File: config.mk
export PLATFORM = sky130hd
export DESIGN_NAME = utf8_stream_decoder
export DESIGN_NICKNAME = d
export VERILOG_FILES = /design/src/rtl/core/u8sd_pkg.sv /design/src/rtl/core/utf8_stream_decoder.sv
export SDC_FILE = /design/constraint.sdc
export NUM_CORES = 1
export LEC_CHECK = 0
export BUFFER_PORTS_ARGS = -buffer_cell sky130_fd_sc_hd__buf_2
export CAP_MARGIN = 10
export CORE_UTILIZATION = 41
export CTS_CLUSTER_DIAMETER = 60
export DETAILED_ROUTE_END_ITERATION = 12
export PLACE_DENSITY = 0.64
export SLEW_MARGIN = 40
export SYNTH_ARGS = -nofsm -noshare
export SYNTH_HDL_FRONTEND = slang
export SYNTH_SLANG_ARGS = --single-unit
File: constraint.sdc
create_clock -name clock -period 5.4 [get_ports clock]
set_clock_uncertainty 0.1 [all_clocks]
set_input_delay 0.81 -clock clock [delete_from_list [all_inputs] [get_ports clock]]
set_output_delay 0.81 -clock clock [all_outputs]
set_load 0.02 [all_outputs]
File: src/rtl/core/u8sd_pkg.sv
// Shared types and constants for the UTF-8 stream decoder.
`timescale 1ns / 1ps
`default_nettype none

package u8sd_pkg;

   localparam int unsigned CodeWidth   = 21;
   localparam int unsigned StatusWidth = 3;
   localparam int unsigned DueWidth    = 2;
   localparam int unsigned QueueDepth  = 3;
   localparam int unsigned QueueIdxW   = 2;

   localparam logic [StatusWidth-1:0] StatusOk        = 3'd0;
   localparam logic [StatusWidth-1:0] StatusBadLead   = 3'd1;
   localparam logic [StatusWidth-1:0] StatusBadCont   = 3'd2;
   localparam logic [StatusWidth-1:0] StatusAboveMax  = 3'd3;
   localparam logic [StatusWidth-1:0] StatusTruncated = 3'd4;

   localparam logic [CodeWidth-1:0] SpaceChar = 21'h000020;

   // One result beat as it waits in the output queue.
   typedef struct packed {
      logic [CodeWidth-1:0]   code_point;
      logic [StatusWidth-1:0] status;
      logic                   last;
   } rsp_entry_type;

   // Outcome of decoding a byte as a lead byte.
   typedef struct packed {
      logic                   emit;
      logic [CodeWidth-1:0]   code_point;
      logic [StatusWidth-1:0] status;
      logic [CodeWidth-1:0]   partial;
      logic [DueWidth-1:0]    due;
   } lead_type;

endpackage

`default_nettype wire

File: src/rtl/core/utf8_stream_decoder.sv
// UTF-8 stream decoder: byte decode, state update and result queue.
//
// req_ channel: one UTF-8 byte per beat with an end_of_data flag. Each
// accepted byte is decoded in the cycle it is accepted and yields zero, one
// or two result beats (code point, status, last) on the rsp_ channel.
// csr_ channel: writes max_code, always ready; write only while idle.
// A byte's results are registered into the result queue and leave on rsp_ in order.
// Throughput: one byte per cycle while rsp_ is not stalled and each byte
// yields at most one result; a byte that yields two results holds off the
// next byte until one of them has left. The figure is set by the three-entry
// result queue, which takes a new byte only while at most one result waits in it.
// Reset (synchronous, active high) empties the queue, clears the pending
// sequence and sets max_code to zero (no limit).
// When the receiver stalls, the head result holds on rsp_; bytes keep being
// accepted until the queue holds two results, then req_stall rises.
`timescale 1ns / 1ps
`default_nettype none

module utf8_stream_decoder (
   input  wire logic                               clock,
   input  wire logic                               reset,
   input  wire logic                               req_valid,
   output      logic                               req_stall,
   input  wire logic [7:0]                         req_in_byte,
   input  wire logic                               req_end_of_data,
   output      logic                               rsp_valid,
   input  wire logic                               rsp_stall,
   output      logic [u8sd_pkg::CodeWidth-1:0]     rsp_code_point,
   output      logic [u8sd_pkg::StatusWidth-1:0]   rsp_status,
   output      logic                               rsp_last,
   input  wire logic                               csr_valid,
   output      logic                               csr_ready,
   input  wire logic [u8sd_pkg::CodeWidth-1:0]     csr_max_code
);

   logic [u8sd_pkg::CodeWidth-1:0]  max_code_ff;
   logic [u8sd_pkg::CodeWidth-1:0]  partial_ff, partial_in;
   logic [u8sd_pkg::DueWidth-1:0]   due_ff, due_in;
   u8sd_pkg::rsp_entry_type         q_ff [u8sd_pkg::QueueDepth];
   u8sd_pkg::rsp_entry_type         q_in [u8sd_pkg::QueueDepth];
   logic [u8sd_pkg::QueueIdxW-1:0]  count_ff, count_in;

   logic                            accept;
   logic                            pop;
   u8sd_pkg::rsp_entry_type         res0, res1;
   logic [1:0]                      n_res;

   function automatic u8sd_pkg::lead_type take_lead(input logic [7:0] b);
      u8sd_pkg::lead_type r;
      r            = '0;
      if (!b[7]) begin
         r.emit       = 1'b1;
         r.code_point = {13'd0, b};
         r.status     = u8sd_pkg::StatusOk;
      end else if (!b[6] || b[7:3] == 5'b11111) begin
         r.emit       = 1'b1;
         r.code_point = u8sd_pkg::SpaceChar;
         r.status     = u8sd_pkg::StatusBadLead;
      end else if (b[5:4] == 2'b11) begin
         r.partial    = {18'd0, b[2:0]};
         r.due        = 2'd3;
      end else if (b[5]) begin
         r.partial    = {17'd0, b[3:0]};
         r.due        = 2'd2;
      end else begin
         r.partial    = {16'd0, b[4:0]};
         r.due        = 2'd1;
      end
      return r;
   endfunction

   assign csr_ready = 1'b1;
   // Take a byte only while two result slots are certainly free.
   assign req_stall = (count_ff > 2'd1);
   assign accept    = req_valid && !req_stall;
   assign pop       = rsp_valid && !rsp_stall;

   assign rsp_valid      = (count_ff != '0);
   assign rsp_code_point = q_ff[0].code_point;
   assign rsp_status     = q_ff[0].status;
   assign rsp_last       = q_ff[0].last;

   // Decode one byte against the pending sequence.
   always_comb begin
      u8sd_pkg::lead_type              ld;
      logic [u8sd_pkg::CodeWidth-1:0]  shifted;
      logic [u8sd_pkg::DueWidth-1:0]   due_dec;
      logic                            is_cont;
      ld         = take_lead(req_in_byte);
      shifted    = {partial_ff[14:0], req_in_byte[5:0]};
      due_dec    = due_ff - 2'd1;
      is_cont    = (req_in_byte[7:6] == 2'b10);
      res0       = '0;
      res1       = '0;
      n_res      = 2'd0;
      partial_in = partial_ff;
      due_in     = due_ff;

      if (due_ff != '0 && is_cont) begin
         due_in     = due_dec;
         partial_in = shifted;
         if (due_dec == '0) begin
            partial_in = '0;
            n_res      = 2'd1;
            if (max_code_ff != '0 && shifted > max_code_ff) begin
               res0.code_point = u8sd_pkg::SpaceChar;
               res0.status     = u8sd_pkg::StatusAboveMax;
            end else begin
               res0.code_point = shifted;
               res0.status     = u8sd_pkg::StatusOk;
            end
         end
      end else if (due_ff != '0) begin
         // Drop the pending sequence, then treat this byte as a new lead.
         res0.code_point = u8sd_pkg::SpaceChar;
         res0.status     = u8sd_pkg::StatusBadCont;
         n_res           = 2'd1;
         partial_in      = ld.partial;
         due_in          = ld.due;
         if (ld.emit) begin
            res1.code_point = ld.code_point;
            res1.status     = ld.status;
            n_res           = 2'd2;
         end
      end else begin
         partial_in = ld.partial;
         due_in     = ld.due;
         if (ld.emit) begin
            res0.code_point = ld.code_point;
            res0.status     = ld.status;
            n_res           = 2'd1;
         end
      end

      if (req_end_of_data && due_in != '0) begin
         if (n_res == 2'd0) begin
            res0.code_point = '0;
            res0.status     = u8sd_pkg::StatusTruncated;
         end else begin
            res1.code_point = '0;
            res1.status     = u8sd_pkg::StatusTruncated;
         end
         n_res      = n_res + 2'd1;
         due_in     = '0;
         partial_in = '0;
      end

      res0.last = (n_res == 2'd1);
      res1.last = (n_res == 2'd2);
   end

   // Advance the result queue: pop the head, then append this byte's beats.
   always_comb begin
      logic [u8sd_pkg::QueueIdxW-1:0] cnt;
      q_in = q_ff;
      cnt  = count_ff;
      if (pop) begin
         for (int i = 0; i < u8sd_pkg::QueueDepth - 1; i++) begin
            q_in[i] = q_ff[i+1];
         end
         cnt = cnt - 2'd1;
      end
      if (accept) begin
         if (n_res != 2'd0) begin
            q_in[cnt] = res0;
         end
         if (n_res == 2'd2) begin
            q_in[2'(cnt + 2'd1)] = res1;
         end
         cnt = cnt + n_res;
      end
      count_in = cnt;
   end

   always_ff @(posedge clock) begin
      if (reset) begin
         count_ff    <= '0;
         due_ff      <= '0;
         partial_ff  <= '0;
         max_code_ff <= '0;
      end else begin
         count_ff <= count_in;
         if (accept) begin
            due_ff     <= due_in;
            partial_ff <= partial_in;
         end
         if (csr_valid && csr_ready) begin
            max_code_ff <= csr_max_code;
         end
      end
   end

   always_ff @(posedge clock) begin
      q_ff <= q_in;
   end

   assert property (@(posedge clock) disable iff (reset)
      count_ff <= 2'(u8sd_pkg::QueueDepth))
      else $error("result queue overfilled");

   assert property (@(posedge clock) disable iff (reset)
      accept |-> count_ff <= 2'd1)
      else $error("byte taken without room for two results");

   assert property (@(posedge clock) disable iff (reset)
      (accept && req_end_of_data) |=> (due_ff == '0 && partial_ff == '0))
      else $error("sequence still pending after end of data");

   assert property (@(posedge clock) disable iff (reset)
      (accept && n_res != 2'd0 && count_ff == '0) |=> (rsp_valid && q_ff[0] == $past(res0)))
      else $error("first result of a byte not at queue head");

endmodule

`default_nettype wire

* After elaboration in Yosys (flattened, before gate mapping)
Index checks and enable logic that the tools add are counted.
** Storage, ports and cells
- Register bits :: 115
- Input port bits :: 35
- Word-level logic and storage cells :: 90
- Output and inout bits :: 28
** Cells by class
- Bitwise operators :: 2
- Equal/unequal tests :: 5
- Add/subtract/negate cells :: 5
- Reduce and logical (&&, ||, !) cells :: 18
- $lt $le $gt $ge :: 6
- Mux-type cells :: 41
** Operators by type and width (number)
- $mux W75 :: 4
- $mux W24 :: 11
- $bwmux W75 :: 2
- $demux W25 S2 :: 2
- $mux W25 :: 4
- $mux W50 :: 1
- $mux W15 :: 3
- $mux W17 :: 2
- $gt A21 B21 Y1 :: 1
- $reduce_bool A21 Y1 :: 1
- $mux W2 :: 8
- $mux W7 :: 2
- $reduce_bool A2 Y1 :: 4
- $logic_and A1 B1 Y1 :: 7
- $eq A2 B2 Y1 const B :: 3
- $ge A3 B3 Y1 const B :: 2
- $lt A3 B1 Y1 const B :: 2
- $not A2 Y3 :: 2
- $eq A5 B5 Y1 const B :: 1
- $add A2 B1 Y2 const B :: 2
- $logic_not A2 Y1 :: 2
- $sub A2 B1 Y2 const B :: 2
- $logic_not A1 Y1 :: 3
- $add A2 B2 Y2 :: 1
- 4 further kinds :: 5

* Depth between registers and ports, before layout
Gate-level depths: netlist of the first run.
- Word-level depth :: 16
- Gate-level depth with buffers :: 16
- Mapped depth without buffers :: 13

* Worst setup path after synthesis of the first run
Ideal clock, no wire load.
- Path kind :: in2reg
- Start point :: input req_in_byte[6]
- End point :: register q_ff[4] in the netlist's numbering (data pin)
- Cell stages on the path :: 13
- Required time :: 5.044 ns
- Setup slack :: 1.802 ns
- Arrival time :: 3.241 ns
- Setup time :: 0.256 ns
- Buffers on the path :: 1
- Path through :: buf_2 -> and2_1 -> nand2_1 -> ha_1 -> a21o_4 -> clkinv_4 -> ha_1 -> inv_1 -> nand2_1 -> mux2i_1 -> nor2_1 -> a221o_1 -> a22o_1
** Between the ends
- Cells in the longest elaborated chain, start to end :: 15
- Elaborated cells between the ends (all ways) :: 35
- Those cells by class :: 1 x add/sub; 3 x eq/ne; 24 x mux; 7 x reduce/logical
** Ends and longest elaborated chain
- start, declared :: RTL line utf8_stream_decoder.sv:24 : input wire logic [7:0] req_in_byte,
- parallel branches: the longest is 14 deep, another holds $add A2 B1 Y2
- $mux W75 * :: RTL line utf8_stream_decoder.sv:167 : if (n_res == 2'd2) begin
- end signal, assigned :: RTL line utf8_stream_decoder.sv:194 : q_ff <= q_in;
- end, declared :: RTL line utf8_stream_decoder.sv:39 : u8sd_pkg::rsp_entry_type q_ff [u8sd_pkg::QueueDepth];
Mark *: on every way between the ends. The select of a mux whose other input is x is not followed.
A chain may end at the register's enable or synchronous reset.

==> results of run 1 <==
cell type report:
cell class                 instances  area (um2)
inverter                          38       147.6
multi-input combinational        459        3353
tap                              211       264.0
timing repair buffer              69       365.4
sequential                       115        2552
clock inverter                    14       173.9
clock buffer                      18       439.2
fill                            1454        7963
worst max-delay path by stage:
stage	slack, ns	endpoint	from	depth (start not counted)
3_5_place_dp	1.33	rsp_code_point[2]	req_in_byte[6]	13
4_1_cts	1.47	rsp_code_point[2]	due_ff[0]	13
3_3_place_gp	1.26	rsp_code_point[3]	req_in_byte[6]	12
5_1_grt	1.12	rsp_code_point[0]	due_ff[0]	13
6_report	1.46	rsp_code_point[2]	due_ff[0]	13
2_1_floorplan	1.80	q_ff[4]	req_in_byte[6]	13
power breakdown:
group          leakage (nW)  total (mW)  switching (mW)  internal [mW]
Combinational          1.61        1.41           0.830          0.580
Sequential            0.990        1.38           0.162           1.22
Clock                 0.298        1.17           0.424          0.741
Total                  2.90        3.95            1.42           2.54
registers in the layout (all words and copies together) (netlist names):
name and cells:
rsp_code_point 21, count_ff 2, partial_ff 15, rsp_last 1, max_code_ff 21, q_ff 50
rsp_status 3, due_ff 2
critical path, stage by stage (launching register included):
cell      delay (ns)
dfxtp_1         0.32
inv_1           0.08
ha_1            0.47
inv_1           0.23
ha_1            0.40
a21o_4          0.19
clkinv_4        0.09
ha_1            0.33
inv_1           0.09
a211oi_1        0.34
mux2i_2         0.22
a211oi_4        0.71
nand3b_1        0.15
o211ai_1        0.12
cell families after synthesis:
kind of cell             Yosys count  share of synthesized area [%]
other                              1                        0.05842
buffers and inverters             97                          8.168
AND/OR/NAND/NOR                  173                          12.52
XOR/XNOR                           3                         0.4094
adder cells (fa/ha/maj)           28                          5.458
flip-flops                       115                          39.77
AO/OA/AOI/OAI                    167                          19.77
multiplexers                      87                          13.86
metal layers:
| metal | GRT usage (%) | up-vias |
|---|---|---|
| met4 | 8.964 | 0 |
| met1 | 26.81 | 2502 |
| li1 | - | 2508 |
| met5 | 0 | - |
| met3 | 4.941 | 28 |
| met2 | 34.58 | 166 |
per-stage QoR:
stage	power (mW)	hold WS (ns)	setup WS [ns]
after floorplan	2.547	0.3493	1.802
after global placement	2.745	0.3624	1.260
after detailed placement	2.801	0.3726	1.332
after CTS	3.969	0.3801	1.469
after global routing	4.184	0.4075	1.124
final	3.954	0.3791	1.458
cell usage in the layout, fill, tap and decap left out, types with 9 or more instances in the layout:
master,count
nor2_1,66
buf_2,61
dfxtp_1,90
a211oi_1,10
edfxtp_1,25
inv_1,35
ha_1,28
o2bb2ai_1,15
mux2_2,12
a21oi_1,21
o21ai_0,18
mux2i_1,74
a31oi_1,9
nand2_1,47
clkbuf_16,17
o21ai_1,9
a22oi_1,31
==> metrics, run 1 <==
die area=16,160 um2; Fin Setup TNS=0 ns; final instance area=7296 um2; Max Clk Rate=253.7 MHz; EDFF count, synth=25; Slew headroom=47.29%; metal3 WL=1.041 mm; Core ar.=15,260 um2; post-cts sizing count=0; Hold Crit Depth=2; Synth top area share=28.07%; Mapped Nets=734; hold_sp=due_ff[0]; post-CTS setup buffers=0; top cell type by total area after synthesis=dfxtp_1; placed insts=892; pwr dens=542.0 nW/um2; Die X=127.1 um; TritonCTS Sinks=115; I/O pin count=63; Area after DPL=6676 um2; synthesized instance count=671; First DRT Iteration DRCs=315; initial antenna violation count=0; Via-to-Cell Ratio=5.632; vias in the first global route=5,209; synthesized area=6419 um2; final net count=763; routed length on met2=7.554 mm; H-tree depth=4; worst path required time=5.64 ns; port buffer count=61; final hold vios=0; LEAKAGE=2.897 nW; MaxCap Viol Count=0; Post-Syn Area per Cell=9.566 um2; DRC viols=0; Worst-path clk slew=0.05 ns; ys flop type=dfxtp_1; total gr overflow=0; ys async rst share=0%; Setup crit end kind=flip-flop; largest cells by area after synthesis=dfxtp_1 28%, edfxtp_1 12%, mux2i_1 12%, ha_1 5.5%, nor2_1 3.9%; Worst Path Max Fanout=17; RR Startpoint=due_ff[0]; sequential element share of the synthesized area=39.77%; Hold Path Class=flip-flop to flip-flop; worst reg2reg path depth=13; Slew Limit Fails=0; starting density of the core=42.07%; drt wl/cell=17.58 um; vias post-DR=5,204; actual slew at the worst max-slew pin=0.7907 ns; GP Congestion=0.8888; crit start category=flip-flop; Clk Latency, worst-skew pair=0.42 ns; Yosys reg bits=115; Rows=45; P&R area growth vs syn=13.66%; first-pass GRT wire length=26.61 mm; Hold-fix buffers, CTS=0; crit path kind=flip-flop to flip-flop; hold endpoint=due_ff[0]; critical path arrival=4.18 ns; GRT Total Usage=21.16%; setup violators final=0; top post-synthesis cells by count=90 x dfxtp_1, 74 x mux2i_1, 66 x nor2_1, 47 x nand2_1, 35 x inv_1; Synth cell types=72; minimum setup slack among reg-to-reg paths=1.46 ns; root buf cell=clkbuf_16; Total Routed Length=16.25 mm; post-route insts no fill=924; CTS tree=done; largest net degree at the start of global routing=50; yosys warns=0; Pre-Repair DR Iteration Count=5; maximum VDD drop=0.2310 mV; final period utilization=73.00%; RSZ-0062 raised after global routing=false; CTS buffer count=17; Core Util, Final=47.81%; final period demand of the worst path=3.942 ns; M1 wire length=7.306 mm; CTS Buffer Depth=2; most common cell in the synthesized netlist=dfxtp_1; max layer used=met4; die height=127.1 um; layout cells sized above 1=18.65%; reg2reg end=rsp_code_point[2]; Final ANT Viol Nets=0; hpwl dp=11.64 mm; number of inserted diodes=0; status=finished clean
Note: power is estimated with default switching activity, not from simulation.
==> run 2, diff against run 1 <==
--- a/config.mk
+++ b/config.mk
@@ -10,7 +10,7 @@
 export CORE_UTILIZATION = 41
 export CTS_CLUSTER_DIAMETER = 60
 export DETAILED_ROUTE_END_ITERATION = 12
-export PLACE_DENSITY = 0.64
+export PLACE_DENSITY = 0.66
 export SLEW_MARGIN = 40
 export SYNTH_ARGS = -nofsm -noshare
 export SYNTH_HDL_FRONTEND = slang
==> constraint.sdc (replaced) <==
create_clock -name clock -period 3.5 [get_ports clock]
set_clock_uncertainty 0.1 [all_clocks]
set_input_delay 0.525 -clock clock [delete_from_list [all_inputs] [get_ports clock]]
set_output_delay 0.525 -clock clock [all_outputs]
set_load 0.02 [all_outputs]
==> run 2 against run 1 <==
- hold slack worse by 0.14 ns
- register-to-register slack lost 1.3 ns
- sequential share of layout area fell by 1.2 points
- global-route usage up 1.0 points
- first-iteration DRC count up 23%
- maximum frequency increased by 20%
- worst setup slack worse by 1.3 ns
- largest cell class unchanged
==> metrics, run 2 (same netlist as run 1, synthesis figures left out) <==
placed insts=922 (+3.4%); hpwl dp=12.56 mm (+7.9%); die area=16,160 um2 (unchanged); Total Routed Length=17.24 mm (+6.1%); LEAKAGE=3.042 nW (+5.0%); critical path arrival=3.36 ns (-0.82 ns); MaxCap Viol Count=0 (unchanged); worst slack, placed=0.002393 ns (-1.330 ns); Die X=127.1 um (unchanged); Worst Path Max Fanout=10 (-7); Setup crit end kind=flip-flop; P_int=3.967 mW (+56%); TritonCTS Sinks=115 (unchanged); Clock Power Share=28.5% (-1.0 points); drt wl/cell=18.05 um (+2.6%); root buf cell=clkbuf_16; vias in the first global route=5,379 (+3.3%); area of the multi-input gates=3352 um2 (about the same); sw frac=36.21% (+0.37 points); Most flops, register=q_ff; initial antenna violation count=1 (+1); First DRT Iteration DRCs=388 (+23%); actual slew at the worst max-slew pin=0.8027 ns (+0.01202 ns); die height=127.1 um (unchanged); Core ar.=15,260 um2 (unchanged); RSZ-0062 raised after global routing=false; crit path kind=flip-flop to flip-flop; starting density of the core=42.07% (unchanged); final period utilization=94.16% (+21 points); Seq pwr share=34.2% (-0.7 points); setup violators final=0 (unchanged); Via-to-Cell Ratio=5.568 (-1.1%); Clk Latency, worst-skew pair=0.41 ns (about the same); CTS buffer count=17 (unchanged); final period demand of the worst path=3.296 ns (-0.6465 ns); Net Sw Power=2.252 mW (+59%); DRC viols=0 (unchanged); RR Startpoint=due_ff[0]; CTS tree=done; final net count=793 (+3.9%); maximum VDD drop=0.3944 mV (+71%); most frequent cells in the layout=90 x dfxtp_1, 74 x mux2i_1, 66 x nor2_1; post-route insts no fill=955 (+3.4%); Max Clk Rate=303.4 MHz (+20%); status=finished clean; CTS Buffer Depth=2 (unchanged); Tot Pwr=6.219 mW (+57%); final hold vios=0 (unchanged); Rows=45 (unchanged); Core Util, Final=49.57% (+1.8 points); Slew headroom=46.49% (-0.80 points); max reg flops=50 (unchanged); layout cells sized above 1=21.94% (+3.3 points); Fin Setup TNS=0 ns (unchanged); vias post-DR=5,317 (+2.2%); Final ANT Viol Nets=0 (unchanged); first-pass GRT wire length=27.91 mm (+4.9%); Gate power share=37.3% (+1.6 points); Pre-Repair DR Iteration Count=6 (+1); leading cell type in the layout, fill and taps excluded=dfxtp_1; pwr dens=822.3 nW/um2 (+52%); total gr overflow=0 (unchanged); Worst-path clk slew=0.06 ns (about the same); hold_sp=csr_max_code[10]; worst path required time=3.56 ns (-2.08 ns); Hold Path Class=input port to flip-flop; final worst slack=0.2043 ns (-1.254 ns); port buffer count=61 (unchanged); storage element area=2552 um2 (unchanged); GRT Total Usage=22.18% (+1.0 points); Hold-fix buffers, CTS=0 (unchanged); post-CTS setup buffers=0 (unchanged); CP startpoint=due_ff[0]; H-tree depth=4 (unchanged); Slew Limit Fails=0 (unchanged); GP Congestion=0.8520 (-4.1%); Fill cells=1,410 (-3.0%); largest net degree at the start of global routing=50 (unchanged); I/O pin count=63 (unchanged); P&R area growth vs syn=17.84%; crit start category=flip-flop
[run 2: changes by cell type in the layout (fill, tap and decap cells not counted), moves of 2 or more]
| cell | change |
|---|---|
| buf_12 | +3 |
| buf_4 | +27 |
| bufinv_16 | -2 |
| clkbuf_16 | +2 |
| clkinv_2 | -2 |
[run 2: layout make-up]
type	count	share of cell area [%]
clock buffer	21	6.650
inverter	38	1.952
timing repair buffer	99	8.304
sequential	115	33.75
antenna	1	0.03309
multi-input combinational	459	44.32
tap	211	3.490
clock inverter	11	1.505
[run 2: final timing paths]
check | endpoint | slack [ns] | cells past startpoint
max reg2reg | q_ff[6] | 0.20 | 13
min reg2reg | due_ff[0] | 0.39 | 2
max | q_ff[6] | 0.20 | 13
min | max_code_ff[10] | 0.24 | 3
[run 2: power by group through the flow]
stage          Combinational [mW]  Sequential [mW]  Clock (mW)
2_1_floorplan                1.86             2.07           0
3_3_place_gp                 2.22             2.13           0
3_5_place_dp                 2.30             2.15           0
4_1_cts                      2.31             2.13        1.79
5_1_grt                      2.53             2.17        1.85
6_report                     2.32             2.12        1.77
[run 2: stage by stage]
stage	hold slack [ns]	area (um2)
floorplan	0.3493	6419
global placement	0.3616	6939
detailed placement	0.3825	6939
CTS	0.2362	7556
global route	0.2492	7561
finish	0.2438	7564
[run 2: timing repair]
item	CTS	global route
endpoints found under the setup margin	0	32
endpoints found under the hold margin	0	0
resized for setup	0	3
[run 2: critical path, stage by stage, from the launching register on]
cell and delay (ns):
dfxtp_1 0.36, inv_1 0.08, ha_2 0.25, or3b_1 0.45, a21o_4 0.28, clkinv_4 0.05
ha_1 0.24, inv_1 0.14, nand2_1 0.09, mux2i_1 0.21, buf_4 0.17, a2111oi_4 0.04
a221o_1 0.38, a22o_1 0.22
[run 2: layer usage]
metal / vias to the layer above / routed length (um) / GRT usage [%]
met5: - / 0 / 0
met4: 0 / 191 / 6.162
met3: 14 / 1080 / 5.863
met2: 163 / 7878 / 35.55
met1: 2570 / 8085 / 29.46
li1: 2570 / - / -
==> run 3, diff against run 2 <==
--- a/config.mk
+++ b/config.mk
@@ -7,10 +7,11 @@
 export LEC_CHECK = 0
 export BUFFER_PORTS_ARGS = -buffer_cell sky130_fd_sc_hd__buf_2
 export CAP_MARGIN = 10
-export CORE_UTILIZATION = 41
+export CORE_UTILIZATION = 35
 export CTS_CLUSTER_DIAMETER = 60
+export CTS_CLUSTER_SIZE = 24
 export DETAILED_ROUTE_END_ITERATION = 12
-export PLACE_DENSITY = 0.66
+export PLACE_DENSITY = 0.59
 export SLEW_MARGIN = 40
 export SYNTH_ARGS = -nofsm -noshare
 export SYNTH_HDL_FRONTEND = slang
==> run 3 against run 2 <==
- clock-buffer cell count is 4 higher
- sequential share of layout area is 0.51 points lower
- largest cell class unchanged
- largest power group unchanged
- non-clock buffer count is 11 higher
- critical path type unchanged
==> metrics, run 3 (same netlist as run 1, synthesis figures left out) <==
status=finished clean; actual slew at the worst max-slew pin=0.8004 ns (-0.002275 ns); Max Clk Rate=304.1 MHz (+0.22%); GP Congestion=0.9035 (+6.0%); post-cts sizing count=0 (unchanged); Worst Path Max Fanout=9 (-1); Tot Pwr=6.290 mW (+1.1%); drt wl/cell=17.03 um (-5.7%); Slew Limit Fails=0 (unchanged); maximum VDD drop=0.4015 mV (+1.8%); Total Routed Length=16.74 mm (-2.9%); GR Layer Usage met1=26.11% (-3.3 points); first-pass GRT wire length=26.95 mm (-3.4%); Final ANT Viol Nets=0 (unchanged); largest net degree at the start of global routing=50 (unchanged); M2 GR Usage=27.97% (-7.6 points); worst reg2reg path depth=11 (-2); TritonCTS Sinks=115 (unchanged); Most flops, register=q_ff; post-CTS setup buffers=0 (unchanged); H-tree depth=4 (unchanged); Clk Latency, worst-skew pair=0.41 ns (about the same); final hold vios=0 (unchanged); crit path kind=flip-flop to flip-flop; most frequent cells in the layout=90 x dfxtp_1, 73 x mux2i_1, 66 x nor2_1; GRT Total Usage=18.82% (-3.4 points); Hold-fix buffers, CTS=0 (unchanged); final period utilization=93.96% (-0.20 points); RSZ-0062 raised after global routing=false; Slew headroom=46.64% (+0.15 points); max reg flops=50 (unchanged); port buffer count=61 (unchanged); LEAKAGE=3.115 nW (+2.4%); die height=137.4 um (+8.1%); DRC viols=0 (unchanged); CTS buffer count=17 (unchanged); starting density of the core=35.73% (-6.3 points); Rows=49 (+8.9%); root buf cell=clkbuf_16; Core Util, Final=42.75% (-6.8 points); pwr dens=819.0 nW/um2 (-0.40%); Fin Setup TNS=0 ns (unchanged); Hold Path Class=input port to flip-flop; number of inserted diodes=0 (-1); final period demand of the worst path=3.289 ns (-0.007087 ns); Via-to-Cell Ratio=5.300 (-4.8%); MaxCap Viol Count=0 (unchanged); initial antenna violation count=0 (-1); die area=18,880 um2 (+17%); Worst-path clk slew=0.06 ns (about the same); Fill cells=1,776 (+26%); First DRT Iteration DRCs=374 (-3.6%); Hold Crit Depth=3 (unchanged); total gr overflow=0 (unchanged); crit start category=flip-flop; vias in the first global route=5,018 (-6.7%); Setup crit end kind=flip-flop; met3 usage=5.151% (-0.71 points); CTS Buffer Depth=2 (unchanged); Die X=137.4 um (+8.1%); leading cell type in the layout, fill and taps excluded=dfxtp_1; CTS tree=done; GRT Max-Usage Layer=met2; critical path arrival=3.45 ns (+0.09 ns); hpwl dp=12.35 mm (-1.7%); Core ar.=17,960 um2 (+18%); vias post-DR=5,210 (-2.0%); P&R area growth vs syn=19.65%; I/O pin count=63 (unchanged); worst path required time=3.66 ns (+0.10 ns); final net count=804 (+1.4%); setup violators final=0 (unchanged); Pre-Repair DR Iteration Count=4 (-2); layout cells sized above 1=22.68% (+0.74 points)
[run 3: cell count changes in the layout (fill, tap and decap cells not counted), moves of 3 or more]
cell,change
buf_4,+12
clkbuf_1,+3
clkinv_4,-3
inv_6,-3
[run 3: where the power goes]
| group | total [mW] | internal, mW | switching [mW] |
|---|---|---|---|
| registers | 2.12 | 1.88 | 0.247 |
| clock network | 1.86 | 1.26 | 0.596 |
| logic | 2.31 | 1.01 | 1.30 |
[run 3: path summary, 6_finish.rpt]
| kind | startpoint | endpoint | slack (ns) |
|---|---|---|---|
| max reg2reg | due_ff[0] | q_ff[33] | 0.21 |
| min | csr_max_code[19] | max_code_ff[19] | 0.25 |
| min reg2reg | due_ff[0] | due_ff[0] | 0.38 |
| max | due_ff[0] | q_ff[33] | 0.21 |
[run 3: stage by stage]
step                      setup WS, ns  hold slack, ns  instances  area [um2]
after floorplan                 0.1620          0.3493        671        6419
after global placement         0.08248          0.3605        951        7032
after detailed placement       0.04909          0.3729        951        7032
after CTS                       0.1087          0.2356        983        7676
after global routing           0.01725          0.2432        983        7680
final                           0.2114          0.2472        983        7680
[run 3: final cells by class]
cell class / count / area (um2) / area share, %
Multi-Input combinational cell: 459 / 3351 / 43.63
Sequential cell: 115 / 2552 / 33.24
Clock inverter: 7 / 116.4 / 1.515
Tap cell: 229 / 286.5 / 3.731
Clock buffer: 25 / 528.0 / 6.875
Inverter: 38 / 147.6 / 1.922
Timing Repair Buffer: 110 / 698.2 / 9.091
[run 3: metal layers]
metal	share of wire [%]	vias to the layer above
li1	-	2588
met1	50	2485
met2	44	121
met3	5.1	16
met4	1.5	0
met5	0	-
[run 3: worst max-delay path: stages, from the launching register on]
cell and delay [ns]:
dfxtp_1 0.35, inv_1 0.07, ha_1 0.29, or3b_1 0.46
a21o_4 0.25, clkinv_4 0.07, ha_1 0.17, inv_1 0.10
o21ai_2 0.32, a21oi_2 0.15, o21ai_0 0.61, a31oi_1 0.19
